===== config.mk =====
export PLATFORM = sky130hd
export DESIGN_NAME = gts_front
export DESIGN_NICKNAME = d
export VERILOG_FILES = /design/src/hdl/gts_pkg.sv /design/src/hdl/gts_front.sv
export SDC_FILE = /design/constraint.sdc
export NUM_CORES = 1
export LEC_CHECK = 0
export BUFFER_PORTS_ARGS = -buffer_cell sky130_fd_sc_hd__buf_2
export CORE_AREA = 8 8 193 195
export DETAILED_ROUTE_END_ITERATION = 16
export DIE_AREA = 0 0 201 203
export GPL_TIMING_DRIVEN = 0
export HOLD_SLACK_MARGIN = 0.15
export PLACE_DENSITY = 0.6
export RECOVER_POWER = 50
export SETUP_SLACK_MARGIN = 0.05
export SYNTH_ARGS = -nofsm -noshare
export SYNTH_HDL_FRONTEND = slang
export SYNTH_SLANG_ARGS = --single-unit
export TNS_END_PERCENT = 5

===== constraint.sdc =====
create_clock -name i_clk -period 9.9 [get_ports i_clk]
set_input_delay 0.99 -clock i_clk [delete_from_list [all_inputs] [get_ports i_clk]]
set_output_delay 0.99 -clock i_clk [all_outputs]
set_load 0.1 [all_outputs]

===== src/hdl/gts_pkg.sv =====
package gts_pkg;

    localparam int DENSITIES = 256;
    localparam int FEAT_MAX  = 64;
    localparam int TOPN_MAX  = 8;

    localparam int CW_W   = $clog2(DENSITIES);
    localparam int DIM_W  = $clog2(FEAT_MAX);
    localparam int SLOT_W = $clog2(TOPN_MAX);
    localparam int N_W    = $clog2(TOPN_MAX + 1);
    localparam int FL_W   = 7;
    localparam int DC_W   = 9;
    localparam int TN_W   = 4;
    localparam int CFG_W  = 9;

    // command queue between front and back
    localparam int QD   = 4;
    localparam int QD_W = $clog2(QD);

    localparam logic [19:0]        SCALE_K = 20'd1000000;
    localparam logic signed [20:0] SCALE_S = 21'sd1000000;

    // ceil(2^52 / 1e6): exact quotient for any 32-bit partial dividend
    localparam logic [32:0] DIV_MAGIC  = 33'd4503599628;
    localparam int          DIV_DIGITS = 6;

    typedef enum logic [1:0] {
        CFG_TOPN  = 2'd0,
        CFG_FEAT  = 2'd1,
        CFG_DENS  = 2'd2
    } t_cfg_idx;

    typedef enum logic [2:0] {
        OP_MEAN = 3'd0,
        OP_DET  = 3'd1,
        OP_OBS  = 3'd2,
        OP_SLOT = 3'd3,
        OP_EVAL = 3'd4
    } t_op;

    typedef struct packed {
        logic [2:0]         func;
        logic [7:0]         codeword;
        logic [5:0]         dimension;
        logic [2:0]         slot;
        logic signed [31:0] mean;
        logic [30:0]        inv_var;
        logic signed [31:0] det;
        logic signed [31:0] obs;
        logic signed [31:0] score;
    } t_item;

    typedef struct packed {
        logic [2:0]         out_slot;
        logic [7:0]         out_codeword;
        logic signed [31:0] out_score;
        logic               last;
    } t_res;

    typedef struct packed {
        t_op                op;
        logic [7:0]         codeword;
        logic [5:0]         dimension;
        logic [2:0]         slot;
        logic signed [31:0] data;
        logic [30:0]        inv_var;
    } t_cmd;

    typedef enum logic [3:0] {
        ST_IDLE,
        ST_CW_RD,
        ST_CW_INIT,
        ST_CHK,
        ST_RD,
        ST_SQ,
        ST_M1,
        ST_M2,
        ST_ACC,
        ST_DIV,
        ST_FDIV,
        ST_INS,
        ST_EMIT
    } t_state;

endpackage


===== src/hdl/gts_front.sv =====
module gts_front (
    input  logic          i_clk,
    input  logic          i_rst_n,
    input  logic          push,
    input  gts_pkg::t_item i_item,
    output logic          full,
    output logic          o_cmd_valid,
    output gts_pkg::t_cmd o_cmd,
    input  logic          i_cmd_pop
);
    import gts_pkg::*;

    t_cmd            r_q [QD];
    logic [QD_W-1:0] r_wp, r_rp;
    logic [QD_W:0]   r_cnt;
    t_cmd            cmd;
    logic            keep;
    logic            wr, rd;

    // decode and range check; dead items never reach the back end
    always_comb begin
        cmd.op        = OP_EVAL;
        cmd.codeword  = i_item.codeword;
        cmd.dimension = i_item.dimension;
        cmd.slot      = i_item.slot;
        cmd.inv_var   = i_item.inv_var;
        cmd.data      = i_item.mean;
        keep          = 1'b0;
        unique case (i_item.func)
            OP_MEAN: begin
                cmd.op = OP_MEAN;
                keep   = (int'(i_item.codeword) < DENSITIES)
                      && (int'(i_item.dimension) < FEAT_MAX);
            end
            OP_DET: begin
                cmd.op   = OP_DET;
                cmd.data = i_item.det;
                keep     = int'(i_item.codeword) < DENSITIES;
            end
            OP_OBS: begin
                cmd.op   = OP_OBS;
                cmd.data = i_item.obs;
                keep     = int'(i_item.dimension) < FEAT_MAX;
            end
            OP_SLOT: begin
                cmd.op   = OP_SLOT;
                cmd.data = i_item.score;
                keep     = int'(i_item.slot) < TOPN_MAX;
            end
            OP_EVAL: begin
                cmd.op = OP_EVAL;
                keep   = 1'b1;
            end
            default: keep = 1'b0;
        endcase
    end

    assign full        = (r_cnt == (QD_W+1)'(QD));
    assign o_cmd_valid = (r_cnt != '0);
    assign o_cmd       = r_q[r_rp];
    assign wr          = push && !full && keep;
    assign rd          = i_cmd_pop && o_cmd_valid;

    always_ff @(posedge i_clk) begin
        if (!i_rst_n) begin
            r_wp  <= '0;
            r_rp  <= '0;
            r_cnt <= '0;
        end else begin
            if (wr) begin
                r_wp <= r_wp + QD_W'(1);
            end
            if (rd) begin
                r_rp <= r_rp + QD_W'(1);
            end
            r_cnt <= r_cnt + (QD_W+1)'(wr) - (QD_W+1)'(rd);
        end
    end

    always_ff @(posedge i_clk) begin
        if (wr) begin
            r_q[r_wp] <= cmd;
        end
    end

endmodule


### After elaboration in Yosys (flattened, before gate mapping)

Memory sizes are Yosys's and may differ from the RTL's. A register that Yosys moved wholly into a read port is not among the register bits.
Index checks and enable logic that the tools add are counted.

| storage, ports and cells | value |
|---|---|
| register bits after elaboration | 7 |
| bits in writable memories | 332 |
| input bits | 183 |
| word-level logic and storage cells | 27 |
| memories | 1 |

Memories:

| name | words | width | rd ports | clocked after memory_dff | write ports | RTL line | text |
|---|---|---|---|---|---|---|---|
| r_q | 4 | 83 | 1 | 1 | 1 | gts_front.sv:13 | `t_cmd r_q [QD];` |

| operators by class | value |
|---|---|
| $add $sub $neg | 4 |
| equality and inequality tests | 5 |
| multiplexer cells | 7 |
| reductions and logical operators | 7 |

Operator list:

| cell | count |
|---|---|
| $pmux 32 s3 | 1 |
| $pmux 3 s4 | 1 |
| $eq 3x2->1 const B | 2 |
| $eq 3x3->1 const B | 2 |
| $reduce_or 5->1 | 1 |
| $add 2x1->2 const B | 2 |
| $mux 2 | 2 |
| $add 3x1->3 | 1 |
| $eq 3x1->1 const B | 1 |
| $logic_and 1x1->1 | 3 |
| $logic_not 3->1 | 1 |
| $mux 1 | 3 |
| $reduce_bool 3->1 | 1 |
| $sub 3x1->3 | 1 |
| $logic_not 1->1 | 1 |

### Logic depth before layout (Yosys ltp)

Gate-level depths: netlist of the first run.

| logic depth | value |
|---|---|
| word-level depth | 6 |
| mapped depth | 12 |
| mapped depth without buffers | 10 |

### Least setup slack after synthesis of the first run

Ideal clock, no wire load.

| timing path | value |
|---|---|
| kind | input port to flip-flop |
| start | in i_item[177] (netlist bit) |
| end | mem r_q[0][0] (netlist bit) (enable) |
| library setup time | 451 ps |
| arrival | 3498 ps |
| setup slack | 5951 ps |
| stages on the path | 5 |
| buffers on the path | 2 |
| path through | buf_2 -> o21ai_0 -> and3b_1 -> buf_6 -> and2_1 |

| between the ends | value |
|---|---|
| word-level cells in the longest chain between the ends | 6 |
| elaborated cells between the ends (all ways) | 10 |
| classes of those cells | 4 x eq/ne; 3 x mux; 3 x reduce/logical |

Ends and longest elaborated chain:

| element | RTL line | text |
|---|---|---|
| from (decl) | gts_front.sv:5 | `input gts_pkg::t_item i_item,` |
| $eq 3x3->1 (tied with other cells) | gts_front.sv:29 | `unique case (i_item.func)` |
| $reduce_or 5->1 (no source line) (*) | -- |  |
| $mux 1 (*) | gts_front.sv:29 |  |
| $logic_and 1x1->1 (*) | gts_front.sv:61 | `assign wr = push && !full && keep;` |
| $mux 1 (*) | gts_front.sv:81 | `if (wr) begin` |
| $mux 1 (not written as such) (*) | gts_front.sv:82 | `r_q[r_wp] <= cmd;` |
| to (decl) | gts_front.sv:13 |  |

Mark *: on every way between the ends. The rest lies on a longest branch, timed or not.

### Worst setup path in the final report of the first run

| timing path | value |
|---|---|
| start | in i_item[177] (netlist bit) |
| end | mem r_q[1][5] (netlist bit) (enable) |

Same word-level chain as after synthesis.

==> impl_metrics.ini, run 1 <==
[clocking]
clock_latency_ns = 0.51
cts_root_buf = clkbuf_16
clock-sinks = 341
cts.clk_slew.worst_paths_ns = 0.05
clockBufferDepth = 3
cts_buffers = 37
cts_hold_buf = 0
cts_resized = 0
h-tree-depth = 2
postCtsSetupBuffers = 0
cts_tree = built

[sta]
finClkSkew_ns = 0.0152
min_period_over_period = 0.439
drv_slew = 99
rsz0062_at_grt = no
worst_slew_pin_slew_ns = 3.01
fin_tns_setup_ns = 0
min_period_ns = 4.35
hold_viol_final = 0
finalSetupViolations = 0
slew_headroom = -1.01
setup_slack_ns = 5.55
fmax_mhz = 230

[global_routing]
grt_pass1_wl_um = 47600
grt_pass1_vias = 7733
grt_max_degree = 56
gr-total-overflow = 0
gr-usage-all-layers = 0.151
antenna_found_initial = 3

[detailed_routing]
route.met3.wl_um = 2040
wl_met2_um = 15000
vias = 7178
wl_per_cell_um = 22.1
ant_nets = 0
drt-total-wl_um = 31400
firstDrtPassIters = 5
drt-initial-drc-count = 361
top_layer_used = met5
drc = 0
wl_met1_um = 13800
vias_per_cell = 5.04

[floorplan]
num_rows = 68
dieArea_sq_um = 40800
fp.dieH_um = 203
fp.dieW_um = 201
core_area_sq_um = 34100
start_util = 0.396
io_pins = 268

[pwr]
vdd_ir_drop_max_uv = 253
powerDensity_nw_per_um2 = 286
p_leak_nw = 5.66

[place]
io_buffers = 263
dp_slack_ns = 6.74
routabilityCongestion = 0.716
place_hpwl_um = 21200
dpl_cell_area_sq_um = 15500

[synthesis]
synth_seq_cells = 341
synth_nets = 825
yosys_warnings = 0
syn_inst = 635
syn_area_sq_um = 13500
yosys.cell_types.count = 26
ys_seq_area_frac = 0.751
avgSynthCellArea_sq_um = 21.3

[critical_path]
slowest_delay_ns = 2.23
startpoint_type = input pin
cp_data_required_time_ns = 10.07
critPathMostFrequentCell = clkbuf_1
crit_buf_inv = 3
path_class = input pin to flop
cp_top_family = simple AND/OR/NAND/NOR gates
critPathMaxFanout = 48
cpMaxStageDelayCell = and2_0
critPathArrivalTime_ns = 4.51
rr_startpoint = r_cnt[2]
crit_chain = clkbuf_1 -> o21ai_0 -> and3b_1 -> clkbuf_1 -> and2_0 -> buf_16
endpoint_kind = flop
crit_start = i_item[177]

[finish]
syn2layout_area_growth_pct = 22.3
layout-drive-gt1-share = 0.426
final_common_cell = edfxtp_1
final_cell_mix = edfxtp_1 (332), buf_2 (224), mux4_2 (83)
stdcell_area_sq_um = 16500
final_nets = 1131
n_fill_cell = 2923

[run_status]
violations = capacitance limit, slew limit
status = finished with violations

[run]
maxCapViolations = 3

[worst_hold_path]
hp-start = r_wp[0]
hold_class = flop to flop
-- cell usage after synthesis --
cell type	number	area (sq um)
o21ai_0	23	115
mux4_2	83	1870
a22oi_1	32	240
dfxtp_1	9	180
or3_1	1	6.26
o31a_1	1	8.76
xnor2_1	4	35.0
o21ai_1	10	50.1
edfxtp_1	332	9970
ha_1	6	75.1
mux2_2	32	360
o311ai_1	1	8.76
buf_1	3	11.3
o21bai_2	1	11.3
inv_1	6	22.5
nor2b_1	5	31.3
and2_1	8	50.1
nor3b_2	1	12.5
and3b_1	1	8.76
nand2_1	36	135
fa_1	1	20.0
clkbuf_1	8	30.0
buf_2	12	60.1
buf_4	1	7.51
buf_6	16	180
mux2i_1	2	20.0
-- state kept, by name (all words and copies together) (netlist names), named ones only --
signal  cells
r_wp        2
r_rp        2
r_cnt       3
r_q       332
-- through the flow --
| step | util | hold slack (ns) | std cells | power, mW |
|---|---|---|---|---|
| floorplan | - | 0.468 | 635 | 3.22 |
| global placement | 0.452 | 0.488 | 1353 | 3.54 |
| detailed placement | 0.455 | 0.491 | 1357 | 3.54 |
| CTS | 0.487 | 0.504 | 1423 | 4.80 |
| global route | 0.485 | 0.526 | 1424 | 4.90 |
| finish | 0.485 | 0.496 | 1424 | 4.73 |
-- worst reg2reg max path: stages (launching register included) --
cell	delay, ns
dfxtp_1	0.35
nor3b_2	0.17
and3b_1	0.20
clkbuf_1	0.28
and2_0	2.23
buf_16	0.33
-- layout make-up --
| class | instances | area (sq um) | area share |
|---|---|---|---|
| Sequential cell | 341 | 10100 | 0.614 |
| Multi-Input combinational cell | 248 | 3060 | 0.185 |
| Timing Repair Buffer | 267 | 1360 | 0.0822 |
| Clock buffer | 46 | 960 | 0.0580 |
| Tap cell | 455 | 569 | 0.0344 |
| Buffer | 40 | 278 | 0.0168 |
| Clock inverter | 20 | 143 | 0.00862 |
| Inverter | 6 | 22.5 | 0.00136 |
| Antenna cell | 1 | 2.50 | 0.000151 |
-- layer usage --
metal,up-vias,track usage
met3,43,0.0398
met2,260,0.240
met5,-,0
met1,3624,0.205
li1,3247,-
met4,4,0.0365
-- worst paths after layout --
kind	endpoint	slack [ns]	cells after the start
hold / removal	r_wp[0]	0.50	2
hold reg to reg	r_wp[0]	0.50	2
setup reg to reg	r_q[1][5]	5.98	5
setup / recovery	r_q[1][5]	5.55	6
-- power by group --
part / leakage [nW] / switching [mW] / internal [mW]
registers: 3.10 / 0.0251 / 1.69
clock network: 0.540 / 0.529 / 0.719
logic: 2.02 / 1.36 / 0.402
total: 5.66 / 1.92 / 2.81
-- logic make-up (layout without fill, tap and decap cells) --
logic type / count (synthesis) / after routing / synth area share
buf+inv: 46 / 379 / 0.0230
mux: 117 / 117 / 0.166
other cells: 0 / 1 / 0
xor+xnor: 4 / 4 / 0.00259
compound gates: 68 / 68 / 0.0321
fa+ha+maj: 7 / 7 / 0.00703
flops: 341 / 341 / 0.751
simple gates: 52 / 52 / 0.0180
Power figures use the tool's default switching activity.
==> run 2: changes to the inputs <==
- ABC_AREA: unset -> 1
- CORE_AREA: 8 8 193 195 -> 8 8 194 196
- DIE_AREA: 0 0 201 203 -> 0 0 202 204
- PLACE_DENSITY: 0.6 -> 0.59
- clock period: 9.9 -> 4.1 ns (I/O delays scaled with it)
==> run 2 against run 1 <==
  * The run still ends with capacitance limit, slew limit left
  * Core utilization rose by 1.2 points
  * Sequential cell count unchanged
  * Setup slack lost 4.8 ns
  * Area after synthesis grew 0.31%
  * Clock-buffer cell count grew 2
  * Largest power group unchanged
==> impl_metrics.ini, run 2 <==
[floorplan]
start_util = 0.390
fp.dieW_um = 202
core_area_sq_um = 34800
num_rows = 69
fp.dieH_um = 204
io_pins = 268
dieArea_sq_um = 41200

[clocking]
h-tree-depth = 2
cts.clk_slew.worst_paths_ns = 0.06
clock-sinks = 341
clockBufferDepth = 3
cts_resized = 0
cts_buffers = 37
postCtsSetupBuffers = 0
cts_tree = built
cts_root_buf = clkbuf_16
clock_latency_ns = 0.50

[finish]
syn2layout_area_growth_pct = 27.6
fin_cells = 1912
stdcell_area_sq_um = 17300
final_common_cell = edfxtp_1
reg_top3 = r_q (332), r_cnt (3)
final_nets = 1613
largest_register_ffs = 332
layout-drive-gt1-share = 0.220
fin_util = 0.497
antenna_cells = 0
n_fill_cell = 3117
final_cell_mix = edfxtp_1 (332), buf_2 (240), nor2_1 (177)
regMostFlops = r_q

[place]
place_hpwl_um = 26300
dpl_cell_area_sq_um = 15800
dpl.cell_count = 1797
routabilityCongestion = 0.812
io_buffers = 266
dp_slack_ns = 1.17

[sta]
worst_slew_pin_slew_ns = 1.87
hold_ws_ns = 0.175
min_period_ns = 3.34
fin_tns_setup_ns = 0
slew_headroom = -0.252
finClkSkew_ns = 0.0181
finalSetupViolations = 0
drv_slew = 30
min_period_over_period = 0.814
setup_slack_ns = 0.764
fmax_mhz = 300
hold_viol_final = 0
rsz0062_at_grt = no

[synthesis]
synth_nets = 1248
syn_inst = 1058
syn_area_sq_um = 13600
synth_edf_count = 332
synth_ff_type = edfxtp_1
yosys_warnings = 0
synth_top_area_share = 0.735
synth_common_cells = edfxtp_1 (332), nor2_1 (177), o21ai_0 (168), nand2_1 (112), o22ai_1 (83)
avgSynthCellArea_sq_um = 12.8
ys_seq_area_frac = 0.748
synthArstFlopShare = 0
synth_seq_cells = 341
yosysTopAreaCell = edfxtp_1
yosys.cell_types.count = 24
synthTopCellsByArea = edfxtp_1 (74%), o21ai_0 (6.2%), nor2_1 (4.9%)
synthMostInstantiatedCell = edfxtp_1

[global_routing]
antenna_found_initial = 0
gr-usage-all-layers = 0.181
gr-total-overflow = 0
grt_pass1_vias = 10100
grt_max_degree = 28
grt_pass1_wl_um = 57500

[run]
maxCapViolations = 2

[critical_path]
endpoint_kind = output pin
critPathMaxFanout = 10
startpoint_type = flop
cp_data_required_time_ns = 3.69
path_class = flop to output pin
r2r_cells = 6
critPathArrivalTime_ns = 2.93

[detailed_routing]
firstDrtPassIters = 5
drt-total-wl_um = 38900
drt-initial-drc-count = 621
drc = 0
vias_per_cell = 5.14
wl_per_cell_um = 20.4
ant_nets = 0
vias = 9833

[worst_hold_path]
hold_class = input pin to flop
min_path_cells = 3

[pwr]
power_mw = 12.1
vdd_ir_drop_max_uv = 453
p_leak_nw = 6.24
powerDensity_nw_per_um2 = 699

[run_status]
violations = capacitance limit, slew limit
status = finished with violations
==> run 2: cell count changes after synthesis, moves of 32 or more <==
cell and delta:
nand4_1 +34, o21ai_0 +145, nand2_1 +76, nand3_1 +34, a22oi_1 -32, nor2_1 +177
o22ai_1 +83, mux2_2 -32, mux4_2 -83
==> run 2: final timing paths <==
check,slack [ns],start,end
worst max-delay path,0.76,flop,o_cmd[49]
worst min-delay path,0.18,i_rst_n,r_cnt[1]
worst max register to register,1.01,r_cnt[1],r_q[2][23]
worst min register to register,0.54,r_rp[0],r_rp[0]
==> run 2: what timing repair did <==
item                                    4_1_cts  5_1_grt
endpoints found under the hold margin       192        0
hold buffers                                 48        0
endpoints found under the setup margin        0        0
==> run 2: layout make-up <==
cell class,instances,area (sq um),area share
timing repair buffer,326,2000,0.116
sequential,341,10100,0.587
inverter,24,90.1,0.00521
tap,461,577,0.0333
clock buffer,48,1010,0.0584
clock inverter,19,150,0.00868
multi-input combinational,622,2990,0.173
buffer,71,328,0.0190
==> run 2: worst max-delay path, stage by stage, from the launching register on <==
cell	delay [ns]
dfxtp_1	0.60
buf_4	0.31
buf_2	0.30
buf_2	0.32
nor2_1	0.08
o22ai_1	0.29
buf_2	0.50
==> run 2: logic make-up after synthesis <==
family / Yosys count / synth area share
and+or+nand+nor: 360 / 0.111
AOI/OAI and AO/OA: 255 / 0.103
buffers and inverters: 95 / 0.0312
DFF: 341 / 0.748
adders and majority gates: 7 / 0.00701
==> run 2: layer usage <==
metal  wire (um)  GRT usage  vias to the layer above
met1       16300      0.222                     4717
met5           0          0                        -
met3        2920     0.0507                       82
li1            -          -                     4640
met2       18500      0.303                      394
met4        1270     0.0660                        0
==> run 2: power by group <==
group / leakage (nW) / switching (mW) / internal (mW)
logic: 2.56 / 4.02 / 0.754
registers: 3.10 / 0.0656 / 4.11
clock network: 0.576 / 1.28 / 1.87
total: 6.24 / 5.37 / 6.73
==> run 3: changes to the inputs <==
- PLACE_DENSITY: 0.59 -> 0.62
- clock period: 4.1 -> 3 ns (I/O delays scaled with it)
==> run 3 against run 2 <==
  * The flow now finishes without violations
  * Sequential share of layout area shrank 0.57 points
  * Clock power rose by 27%
  * Final area grew 0.98%
  * Via count shrank 0.79%
  * Worst hold slack lost 0.0028 ns
  * First-iteration DRC count shrank 6.4%
  * Combinational power grew 41%
  * Sequential power grew 36%
  * Final cell count up 0.31%
  * Critical path depth unchanged
  * Clock-buffer cell count shrank 2
==> impl_metrics.ini, run 3 (synthesis gave the netlist of run 2 again) <==
[worst_hold_path]
hp-start = i_cmd_pop
hold_class = input pin to flop

[critical_path]
critPathMaxFanout = 10
endpoint_kind = output pin
cp_data_required_time_ns = 2.70
rr_startpoint = r_cnt[1]
critPathArrivalTime_ns = 2.57
path_class = flop to output pin
rrSetupSlack_ns = 0.37
startpoint_type = flop

[floorplan]
num_rows = 69
core_area_sq_um = 34800
fp.dieH_um = 204
dieArea_sq_um = 41200
io_pins = 268
start_util = 0.390
fp.dieW_um = 202

[run]
maxCapViolations = 0

[clocking]
cts.clk_slew.worst_paths_ns = 0.06
clock-sinks = 341
cts_buffers = 35
h-tree-depth = 2
cts_root_buf = clkbuf_16
clock_latency_ns = 0.51
clockBufferDepth = 3
cts_tree = built
postCtsSetupBuffers = 0

[sta]
min_period_ns = 2.87
rsz0062_at_grt = yes
worst_slew_pin_slew_ns = 1.17
hold_ws_ns = 0.173
finalSetupViolations = 0
fin_tns_setup_ns = 0
fmax_mhz = 348
slew_headroom = 0.226
hold_viol_final = 0
finClkSkew_ns = 0.00810
min_period_over_period = 0.958
drv_slew = 0

[finish]
fin_util = 0.502
layout-drive-gt1-share = 0.226
final_nets = 1622
reg_top3 = r_q (332), r_cnt (3)
largest_register_ffs = 332
final_cell_mix = edfxtp_1 (332), buf_2 (191), nor2_1 (174)
regMostFlops = r_q
final_common_cell = edfxtp_1
syn2layout_area_growth_pct = 28.8
antenna_cells = 0
fin_cells = 1918

[detailed_routing]
vias = 9755
ant_nets = 0
firstDrtPassIters = 5
drt-total-wl_um = 38400
drc = 0
vias_per_cell = 5.09
drt-initial-drc-count = 581
wl_per_cell_um = 20.0

[run_status]
status = finished clean

[global_routing]
grt_util_met3 = 0.0445
busiest_layer = met2
met1_usage = 0.229
grt_pass1_vias = 10300
gr-total-overflow = 0
grt_pass1_wl_um = 58500
antenna_found_initial = 0
grt_max_degree = 28
use_met2 = 0.307
gr-usage-all-layers = 0.183

[pwr]
p_leak_nw = 6.30
powerDensity_nw_per_um2 = 940
vdd_ir_drop_max_uv = 815
pwr-share-clk = 0.243
comb_power_share = 0.410
seqPwrFrac = 0.347
p_sw_mw = 7.32
p_sw_frac = 0.446
power_mw = 16.4
p_int_mw = 9.09

[place]
routabilityCongestion = 0.975
io_buffers = 266
place_hpwl_um = 26100
dpl.cell_count = 1797
run 3: cell count changes in the layout (fill, tap and decap cells not counted), moves of 3 or more:
cell,previous run,this run
buf_2,240,191
buf_4,7,32
buf_6,0,5
clkbuf_1,95,84
clkbuf_2,0,12
clkbuf_4,1,19
dlygate4sd3_1,48,59
nor2_1,177,174
nor2_2,0,3
run 3: per-stage QoR:
step / area (sq um) / setup WS, ns
2_1_floorplan: 13600 / -0.505
3_3_place_gp: 15500 / -2.52
3_5_place_dp: 15800 / 0.245
4_1_cts: 17500 / 0.0517
5_1_grt: 17500 / -0.0227
6_report: 17500 / 0.125
run 3: worst paths after layout:
path | endpoint | depth (start not counted)
max | o_cmd[13] | 6
min | flop | 3
max reg2reg | r_q[3][19] | 6
min reg2reg | r_rp[0] | 2
run 3: power by group through the flow:
stage	clock [mW]	combinational (mW)	sequential (mW)
2_1_floorplan	0	5.02	5.79
3_3_place_gp	0	6.44	5.84
3_5_place_dp	0	6.56	5.79
4_1_cts	4.09	6.75	5.69
5_1_grt	4.26	7.08	5.72
6_report	3.99	6.73	5.69
run 3: critical path, cell delays in order (launching register included):
cell      delay (ns)
dfxtp_1         0.36
inv_1           0.09
buf_2           0.32
clkbuf_1        0.43
o21ai_0         0.17
o22ai_1         0.22
buf_2           0.48
run 3: final cells by class:
type / instances / area, sq um
fillers: 3068 / 17300
flip-flops and latches: 341 / 10100
well taps: 461 / 577
multi-input cells: 622 / 3000
clock buffers: 46 / 960
plain buffers: 71 / 344
inverters: 24 / 90.1
repair buffers: 337 / 2260
clock inverters: 16 / 87.6
run 3: layer usage:
metal	share of wire	wire, um
met5	0	0
met4	0.026	1000
met3	0.068	2630
met2	0.48	18400
met1	0.43	16400
run 3: timing repair:
action	CTS	global route
resized for setup	35	41
hold buffers	59	0
endpoints found under the hold margin	226	0
endpoints found under the setup margin	42	55
